[src/hw/rtl/opsc_pkg.sv]
`default_nettype none

package opsc_pkg;

  localparam int MAX_LIMIT = 1048576;
  localparam int WORD_BITS = 64;

  localparam int LIMIT_W   = 21;
  localparam int COUNT_W   = 17;

  localparam int ODD_WORDS = MAX_LIMIT / 2 / WORD_BITS + 1;
  localparam int ADDR_W    = $clog2(ODD_WORDS);
  localparam int NW_W      = $clog2(ODD_WORDS + 1);
  localparam int BIT_IDX_W = $clog2(WORD_BITS);
  localparam int PC_W      = $clog2(WORD_BITS + 1);
  localparam int LIM_W     = $clog2(MAX_LIMIT + 1);
  localparam int IN_CMP_W  = (LIMIT_W > LIM_W) ? LIMIT_W : LIM_W;
  localparam int NBITS_W   = $clog2(MAX_LIMIT / 2);
  localparam int NBX_W     = NBITS_W + 1;
  localparam int J_W       = NBITS_W + 1;
  // candidates stop just above the square root of the limit
  localparam int P_W       = ($clog2(MAX_LIMIT) + 1) / 2 + 1;
  localparam int SQ_W      = 2 * P_W;
  localparam int CMP_W     = (SQ_W > LIM_W) ? SQ_W : LIM_W;

  typedef enum logic [3:0] {
    ST_IDLE,
    ST_FILL,
    ST_SCAN_CHK,
    ST_SCAN_TST,
    ST_CLR_RD,
    ST_CLR_WR,
    ST_CNT_RD,
    ST_CNT_ACC,
    ST_DONE
  } state_t;

  typedef enum logic [1:0] {
    RD_SCAN,
    RD_CLR,
    RD_CNT
  } rd_sel_t;

  typedef struct packed {
    logic    load;
    logic    fill_we;
    logic    p_adv;
    logic    j_load;
    logic    clr_we;
    logic    cnt_init;
    logic    cnt_acc;
    rd_sel_t rd_sel;
  } cmd_t;

  typedef struct packed {
    logic lim_low;
    logic words_done;
    logic scan_done;
    logic cand_set;
    logic clr_last;
  } stat_t;

endpackage

`default_nettype wire

[src/hw/rtl/opsc_ctrl.sv]
`default_nettype none

module opsc_ctrl (
  input  wire logic            clk,
  input  wire logic            rst_n,
  input  wire logic            start,
  input  wire opsc_pkg::stat_t stat,
  output opsc_pkg::cmd_t       cmd,
  output logic                 busy,
  output logic                 done
);

  opsc_pkg::state_t state_r;
  opsc_pkg::state_t state_nxt;

  always_ff @(posedge clk) begin
    if (!rst_n) begin
      state_r <= opsc_pkg::ST_IDLE;
    end else begin
      state_r <= state_nxt;
    end
  end

  always_comb begin
    unique case (state_r)
      opsc_pkg::ST_IDLE: begin
        if (!start) state_nxt = opsc_pkg::ST_IDLE;
        else if (stat.lim_low) state_nxt = opsc_pkg::ST_DONE;
        else state_nxt = opsc_pkg::ST_FILL;
      end
      opsc_pkg::ST_FILL:
        state_nxt = stat.words_done ? opsc_pkg::ST_SCAN_CHK : opsc_pkg::ST_FILL;
      opsc_pkg::ST_SCAN_CHK:
        state_nxt = stat.scan_done ? opsc_pkg::ST_CNT_RD : opsc_pkg::ST_SCAN_TST;
      opsc_pkg::ST_SCAN_TST:
        state_nxt = stat.cand_set ? opsc_pkg::ST_CLR_RD : opsc_pkg::ST_SCAN_CHK;
      opsc_pkg::ST_CLR_RD:
        state_nxt = opsc_pkg::ST_CLR_WR;
      opsc_pkg::ST_CLR_WR:
        state_nxt = stat.clr_last ? opsc_pkg::ST_SCAN_CHK : opsc_pkg::ST_CLR_RD;
      opsc_pkg::ST_CNT_RD:
        state_nxt = stat.words_done ? opsc_pkg::ST_DONE : opsc_pkg::ST_CNT_ACC;
      opsc_pkg::ST_CNT_ACC:
        state_nxt = opsc_pkg::ST_CNT_RD;
      opsc_pkg::ST_DONE:
        state_nxt = opsc_pkg::ST_IDLE;
      default:
        state_nxt = opsc_pkg::ST_IDLE;
    endcase
  end

  always_comb begin
    cmd      = '0;
    cmd.rd_sel = opsc_pkg::RD_CNT;
    busy     = 1'b1;
    done     = 1'b0;
    unique case (state_r)
      opsc_pkg::ST_IDLE: begin
        busy     = 1'b0;
        cmd.load = start;
      end
      opsc_pkg::ST_FILL: begin
        cmd.fill_we = !stat.words_done;
      end
      opsc_pkg::ST_SCAN_CHK: begin
        cmd.rd_sel   = opsc_pkg::RD_SCAN;
        cmd.cnt_init = stat.scan_done;
      end
      opsc_pkg::ST_SCAN_TST: begin
        // composites are skipped, primes start a marking pass
        cmd.j_load = stat.cand_set;
        cmd.p_adv  = !stat.cand_set;
      end
      opsc_pkg::ST_CLR_RD: begin
        cmd.rd_sel = opsc_pkg::RD_CLR;
      end
      opsc_pkg::ST_CLR_WR: begin
        cmd.clr_we = 1'b1;
        cmd.p_adv  = stat.clr_last;
      end
      opsc_pkg::ST_CNT_RD: begin
        cmd.rd_sel = opsc_pkg::RD_CNT;
      end
      opsc_pkg::ST_CNT_ACC: begin
        cmd.cnt_acc = 1'b1;
      end
      opsc_pkg::ST_DONE: begin
        done = 1'b1;
      end
      default: begin
        busy = 1'b1;
      end
    endcase
  end

endmodule

`default_nettype wire

[config.mk]
export PLATFORM = sky130hd
export DESIGN_NAME = opsc_ctrl
export DESIGN_NICKNAME = d
export VERILOG_FILES = /design/src/hw/rtl/opsc_pkg.sv /design/src/hw/rtl/opsc_ctrl.sv
export SDC_FILE = /design/constraint.sdc
export NUM_CORES = 1
export LEC_CHECK = 0
export BUFFER_PORTS_ARGS = -buffer_cell sky130_fd_sc_hd__buf_2
export CAP_MARGIN = 10
export CORE_MARGIN = 8
export CORE_UTILIZATION = 25
export CTS_BUF_LIST = sky130_fd_sc_hd__clkbuf_4
export DETAILED_ROUTE_END_ITERATION = 10
export PLACE_DENSITY = 0.53
export SYNTH_ARGS = -nofsm -noshare
export SYNTH_HDL_FRONTEND = slang
export SYNTH_SLANG_ARGS = --single-unit
[constraint.sdc]
create_clock -name clk -period 1.04 [get_ports clk]
set_input_delay 0 -clock clk [delete_from_list [all_inputs] [get_ports clk]]
set_output_delay 0 -clock clk [all_outputs]
set_load 0.005 [all_outputs]
==> results.toml, run 1 <==
[status]
outcome = "finished with violations"
violations = "setup timing"

[power_and_ir_drop]
switchingPower_mw = 0.223
power_density_nw_per_um2 = 838
internal_power_mw = 0.451
p_clk_frac = 0.308
pwr-share-seq = 0.270
p_total_mw = 0.674
vdd_drop_max_uv = 459
combPwrFrac = 0.422
swShare = 0.330
p_leak_nw = 0.381

[timing]
maxSlewViolCount = 0
worst_slew_pin_slew_ns = 0.261
fmaxAchievable_mhz = 795
setup_violations = 15
fin_ws_ns = -0.218
fin_skew_ns = 0.00408
rsz0062_at_grt = "yes"
timing.final.hold_violations = 0
period_minus_slack_ns = 1.26
post-route-period-util = 1.21
maxSlewHeadroom = 0.825

[hold_path]
holdCritPathClass = "input pin to flop"

[floorplanning]
initial_core_util = 0.265
num_rows = 14
dieHeight_um = 56.0
num_io_pins = 19
die_area_um2 = 3130
core_area_um2 = 1510
fp.dieW_um = 56.0

[clock_network]
htreeDepth = 1
clock-sinks = 4
cts_tree = "built"
postCtsHoldBufs = 0
clk_latency_ns = 0.24
cts_buffers = 3
clk_pin_slew_worst_paths_ns = 0.04
root_buffer = "clkbuf_4"
cts_buffer_depth = 2

[drt]
drtPass1Iterations = 4
dr_total_vias = 555
first_iter_violations = 7
wl_um = 1620
ant_nets = 0
routed_via_density = 5.09
drc = 0
wl_per_cell_um = 14.9

[worst_setup_path]
start_kind = "flop"
crit_chain = "buf_6, nand3b_1, buf_4, buf_4, a2bb2oi_1, a21oi_1"
cp_top_family = "buffers and inverters"
cp.required_ns = 1.20
crit_fanout = 4
cp_slowest_cell = "dfxtp_4"
cpMostUsedCell = "buf_4"
max_stage_delay_ns = 0.35
cp-end-kind = "flop"
worst-path-buf-inv = 3
cp.arrival_ns = 1.42
crit_type = "flop to flop"

[yosys]
synth_fp_nets = 62
netlist.area_leader.share = 0.201
avgSynthCellArea_um2 = 7.39
ys_warn_count = 0
yosysUniqueCellTypes = 30
yosysSeqAreaShare = 0.201
synthTopCellsByArea = "dfxtp_1 20%, nand3b_1 5.6%, a31oi_1 4.7%"
syn-instance-count = 54
yosysTopAreaCell = "dfxtp_1"
synth_area_um2 = 399
synth_seq_cells = 4

[global_routing]
grt_pass1_vias = 634
grt_max_degree = 8
grt.overflow.total = 0
antenna_found_initial = 0
grtUsageMet1 = 0.107
use_met3 = 0.0388
grt-busiest-layer = "met2"
grt_pass1_wl_um = 2860
met2_usage = 0.194
grt_usage = 0.107

[cells_and_area]
diodes = 0
largest-register = "state_r"
drive_gt1_frac = 0.699
largest_reg_flops = 4
final_common_cell = "buf_2"
reg_top3 = "state_r: 4 flops"
fin_util = 0.534
fin_nets = 103
syn_to_final_growth_pct = 102
final_cell_mix = "19 x buf_2, 14 x buf_4, 8 x buf_6"

[placement]
gp_congestion = 0.807
pre_cts_slack_ns = -0.231
port_buffers = 18
post-dp-hpwl_um = 1030

[run]
drv_cap = 0
what timing repair did:
| item | 4_1_cts | 5_1_grt |
|---|---|---|
| endpoints found under the setup margin | 15 | 15 |
| gates resized for setup | 28 | 6 |
| pin swaps | 7 | 2 |
| buffers inserted | 10 | 0 |
| endpoints found under the hold margin | 0 | 0 |
tightest hold or removal path, cell delays in order:
cell     delay, ns
buf_2         0.11
nand3_1       0.08
a21oi_2       0.06
logic make-up (layout without fill, tap and decap cells):
logic type	Yosys count	after routing	share of synthesized area
AO/OA/AOI/OAI	11	11	0.179
flip-flops	4	4	0.201
AND/OR/NAND/NOR	29	29	0.489
buffers and inverters	10	49	0.132
layer usage:
layer	part of all wire	wire, µm
met1	0.41	657
met4	0.0049	8
met3	0.065	106
met2	0.52	847
met5	0	0
synth_stat cells (all sizes together):
library cell / number
or3b: 1
dfxtp: 4
nor4b: 2
nand3b: 3
nor2b: 2
a2111o: 1
nand2b: 3
a2bb2oi: 1
o211ai: 1
nor2: 4
and3b: 1
nand2: 2
and4: 1
nor3: 3
a31oi: 3
nor3b: 1
nor4: 2
or3: 1
inv: 5
nand3: 1
buf: 5
and2: 1
or4: 1
a21oi: 3
o21ai: 2
path summary, 6_finish.rpt:
path                    from          to  slack [ns]  cells after the start
hold / removal         start  state_r[3]        0.04                      3
setup reg to reg  state_r[0]  state_r[2]       -0.22                      6
setup / recovery  state_r[0]  state_r[2]       -0.22                      6
hold reg to reg   state_r[3]  state_r[3]        0.61                      3
area by class of cell:
cell class / count / area [µm²]
Clock buffer: 3 / 22.5
Inverter: 5 / 18.8
Tap cell: 16 / 20.0
Multi-Input combinational cell: 40 / 360
Sequential cell: 4 / 92.6
Fill cell: 151 / 702
Timing Repair Buffer: 41 / 290
metrics by stage:
stage          cells  TNS (ns)  hold WS, ns  area, µm²
3_3_place_gp      96     -1.17        0.287        587
6_report         109     -2.23       0.0404        805
3_5_place_dp      96     -1.37        0.290        587
5_1_grt          109     -3.10       0.0704        805
2_1_floorplan     54    -0.158       0.0341        413
4_1_cts          109     -2.03       0.0399        777
power by group through the flow:
stage	Sequential [mW]	Clock, mW	Combinational, mW
2_1_floorplan	0.174	0	0.112
3_3_place_gp	0.186	0	0.199
3_5_place_dp	0.186	0	0.199
4_1_cts	0.181	0.203	0.270
5_1_grt	0.184	0.220	0.313
6_report	0.182	0.208	0.285
Note: power is estimated with default switching activity, not from simulation.
==> run 2: changes to the inputs <==
SETUP_SLACK_MARGIN = 0.05   (was not set)
SKIP_LAST_GASP = 1   (was not set)
==> results.toml, run 2 (synthesis results as in run 1) <==
[status]
outcome = "finished with violations"
violations = "setup timing"

[clock_network]
root_buffer = "clkbuf_4"
clk_latency_ns = 0.24
clk_pin_slew_worst_paths_ns = 0.04
cts_tree = "built"
cts_buffers = 3
cts_buffer_depth = 2
postCtsHoldBufs = 0
htreeDepth = 1
clock-sinks = 4

[cells_and_area]
syn_to_final_growth_pct = 85.9
fillerInstances = 162
drive_gt1_frac = 0.686
diodes = 0
final_cell_mix = "18 x buf_2, 9 x buf_4, 7 x buf_6"
final-seq-area_um2 = 92.6
fin_nets = 96
multi_input_area_um2 = 352
reg_top3 = "state_r: 4 flops"
largest_reg_flops = 4
largest-register = "state_r"
final_common_cell = "buf_2"

[floorplanning]
num_rows = 14
core_area_um2 = 1510
initial_core_util = 0.265
die_area_um2 = 3130
dieHeight_um = 56.0
fp.dieW_um = 56.0
num_io_pins = 19

[placement]
post-dp-hpwl_um = 999
port_buffers = 18
gp_congestion = 0.777

[global_routing]
grt_max_degree = 14
grt_usage = 0.0885
grt_pass1_wl_um = 2320
grt.overflow.total = 0
antenna_found_initial = 0
grt_pass1_vias = 528

[drt]
ant_nets = 0
wl_per_cell_um = 13.8
dr_total_vias = 521
wl_um = 1410
first_iter_violations = 6
routed_via_density = 5.11
drtPass1Iterations = 4
drc = 0

[timing]
fin_skew_ns = 0.00429
maxSlewViolCount = 0
setup_violations = 15
fmaxAchievable_mhz = 808
tns_ns = -1.85
period_minus_slack_ns = 1.24
rsz0062_at_grt = "yes"
post-route-period-util = 1.19
fin_ws_ns = -0.197
timing.final.hold_violations = 0
worst_slew_pin_slew_ns = 0.256
maxSlewHeadroom = 0.828

[run]
drv_cap = 0

[worst_setup_path]
startpoint = "state_r[1]"
regToRegSetupSlack_ns = -0.18
cp.required_ns = 1.04
start_kind = "flop"
r2r-start = "state_r[1]"
cp-end-kind = "output pin"
crit_type = "flop to output pin"
crit_fanout = 5
cp.arrival_ns = 1.24

[hold_path]
hold_start = "stat[4]"
holdCritPathClass = "input pin to flop"

[power_and_ir_drop]
power_density_nw_per_um2 = 873
vdd_drop_max_uv = 629
p_leak_nw = 0.349
p_total_mw = 0.648
## run 2: cell types whose count changed in the layout (fill, tap and decap cells not counted), moves of 2 or more
cell,delta
nor2b_1,-2
buf_4,-5
nor2b_2,+2
nor2_1,+2
## run 2: report_power, final
part | total, mW | switching [mW] | internal [mW]
Clock | 0.196 | 0.0669 | 0.129
Combinational | 0.267 | 0.116 | 0.152
Sequential | 0.184 | 0.0216 | 0.163
Total | 0.648 | 0.204 | 0.443
## run 2: worst paths after layout
check | endpoint | cells past startpoint
max | cmd[8] | 4
min | state_r[3] | 3
max reg2reg | state_r[0] | 5
min reg2reg | state_r[3] | 3
## run 2: stage by stage
stage / hold slack, ns / utilization / std cells / worst slack, ns / area (µm²)
2_1_floorplan: 0.0341 / - / 54 / -0.0713 / 423
3_3_place_gp: 0.295 / 0.385 / 95 / -0.238 / 581
4_1_cts: 0.0203 / 0.467 / 102 / -0.234 / 703
5_1_grt: 0.0304 / 0.493 / 102 / -0.267 / 742
6_report: 0.0212 / 0.493 / 102 / -0.197 / 742
3_5_place_dp: 0.304 / 0.385 / 95 / -0.209 / 581
## run 2: layout make-up
cell class	instances	area share
multi-input cells	40	0.474
repair buffers	34	0.319
flip-flops and latches	4	0.125
clock buffers	3	0.0304
well taps	16	0.0270
inverters	5	0.0253
## run 2: per-layer routing
layer / track usage / wire [µm] / vias up
li1: - / - / 264
met1: 0.103 / 594 / 235
met2: 0.139 / 712 / 22
met3: 0.0457 / 103 / 0
met4: 0.0206 / 0 / 0
met5: 0 / 0 / -
## run 2: critical path, stage by stage (launching register included)
cell	delay, ns
dfxtp_2	0.34
buf_6	0.14
nor4_4	0.25
and2_1	0.16
buf_2	0.10
## run 2: timing repair
| item | CTS | global route |
|---|---|---|
| cloned | 0 | 0 |
| setup endpoints to repair | 15 | 15 |
| buffers inserted | 4 | 0 |
| resized for setup | 21 | 8 |
| pin swaps | 8 | 5 |
==> run 3: changes to the inputs <==
BUFFER_PORTS_ARGS = not set   (was -buffer_cell sky130_fd_sc_hd__buf_2)
CTS_BUF_LIST = sky130_fd_sc_hd__clkbuf_16   (was sky130_fd_sc_hd__clkbuf_4)
DONT_BUFFER_PORTS = 1   (was not set)
PLACE_DENSITY = 0.43   (was 0.53)
==> results.toml, run 3 (synthesis results as in run 1) <==
[drt]
first_iter_violations = 5
ant_nets = 0
wl_um = 1440
dr_total_vias = 483
drtPass1Iterations = 4
wl_per_cell_um = 15.8
drc = 0
routed_via_density = 5.31

[global_routing]
antenna_found_initial = 0
grt_max_degree = 9
grt_pass1_wl_um = 2270
grt.overflow.total = 0
grt_usage = 0.0867
grt_pass1_vias = 526

[cells_and_area]
reg_top3 = "state_r: 4 flops"
fin_cells = 91
multi_input_area_um2 = 367
syn_to_final_growth_pct = 95.9
fillerInstances = 148
final_cell_mix = "12 x buf_4, 7 x buf_6, 4 x dlygate4sd3_1"
diodes = 0
final_common_cell = "buf_4"
drive_gt1_frac = 0.613
final-seq-area_um2 = 92.6
largest_reg_flops = 4
fin_nets = 85
largest-register = "state_r"

[timing]
maxSlewHeadroom = 0.782
fin_skew_ns = 0.000982
period_minus_slack_ns = 1.18
setup_violations = 13
worst_slew_pin_slew_ns = 0.324
fmaxAchievable_mhz = 850
timing.final.hold_violations = 0
maxSlewViolCount = 0
rsz0062_at_grt = "yes"
fin_ws_ns = -0.136
post-route-period-util = 1.13

[floorplanning]
dieHeight_um = 56.0
num_io_pins = 19
core_area_um2 = 1510
die_area_um2 = 3130
fp.dieW_um = 56.0
num_rows = 14
initial_core_util = 0.265

[power_and_ir_drop]
swShare = 0.227
power_density_nw_per_um2 = 1300
internal_power_mw = 0.786
switchingPower_mw = 0.231
vdd_drop_max_uv = 839
p_total_mw = 1.02
combPwrFrac = 0.233
pwr-share-seq = 0.187
p_clk_frac = 0.581
p_leak_nw = 0.314

[status]
outcome = "finished with violations"
violations = "setup timing"

[hold_path]
min_path_cells = 2
holdCritPathClass = "input pin to flop"

[worst_setup_path]
cp.required_ns = 1.04
cp-end-kind = "output pin"
reg2reg_depth = 4
crit_type = "flop to output pin"
crit_fanout = 7
start_kind = "flop"
cp.arrival_ns = 1.18

[placement]
port_buffers = 0
gp_congestion = 0.753
placed_cells = 81
post-dp-hpwl_um = 984

[clock_network]
cts_buffer_depth = 2
clock-sinks = 4
cts_buffers = 3
htreeDepth = 1
clk_pin_slew_worst_paths_ns = 0.03
clk_latency_ns = 0.22
cts_tree = "built"
root_buffer = "clkbuf_16"

[run]
drv_cap = 0
==> run 3: changes by cell type in the layout (fill, tap and decap cells not counted), sizes merged <==
cell         delta
dlygate4sd3     +4
buf            -15
==> run 3: worst paths after layout <==
| check | from | end | slack (ns) |
|---|---|---|---|
| setup / recovery | state_r[1] | cmd[6] | -0.14 |
| setup reg to reg | state_r[2] | state_r[3] | -0.13 |
| hold / removal | stat[3] | state_r[1] | 0.04 |
| hold reg to reg | state_r[1] | state_r[3] | 0.63 |
==> run 3: power by group through the flow <==
stage	Combinational [mW]	Clock [mW]	Sequential, mW
2_1_floorplan	0.116	0	0.175
3_3_place_gp	0.173	0	0.190
3_5_place_dp	0.172	0	0.188
4_1_cts	0.210	0.598	0.184
5_1_grt	0.261	0.608	0.192
6_report	0.237	0.591	0.190
==> run 3: repair_timing <==
| action | CTS | global route |
|---|---|---|
| gates resized for setup | 19 | 14 |
| pin swaps | 4 | 7 |
| setup endpoints to repair | 15 | 15 |
| hold buffers | 4 | 0 |
| hold endpoints to repair | 3 | 0 |
| setup buffers | 3 | 0 |
==> run 3: critical path, cell delays in order (launching register included) <==
cell,delay (ns)
dfxtp_4,0.37
buf_6,0.13
and3b_1,0.18
o21ai_2,0.12
buf_4,0.12
inv_2,0.03
==> run 3: final cells by class <==
class,instances,area share
repair buffers,23,0.267
multi-input cells,40,0.469
inverters,5,0.0240
clock buffers,3,0.0960
well taps,16,0.0256
flip-flops and latches,4,0.118
==> run 3: metrics by stage <==
step                      cell area (µm²)  TNS, ns   util  hold WS, ns  setup slack, ns
after floorplan                       423   -0.123      -       0.0341          -0.0713
after global placement                520   -0.735  0.346       0.0493           -0.171
after detailed placement              520   -0.628  0.346       0.0477           -0.148
after CTS                             719    -1.03  0.478       0.0320           -0.154
after global routing                  782    -1.73  0.519       0.0424           -0.190
final                                 782    -1.00  0.519       0.0370           -0.136
==> run 3: per-layer routing <==
metal | routed length (µm) | up-vias | track usage | share of wire
met5 | 0 | - | 0 | 0
met4 | 0 | 0 | 0.0206 | 0
met3 | 162 | 0 | 0.0548 | 0.11
met2 | 701 | 23 | 0.143 | 0.49
met1 | 577 | 223 | 0.0907 | 0.40
li1 | - | 237 | - | -
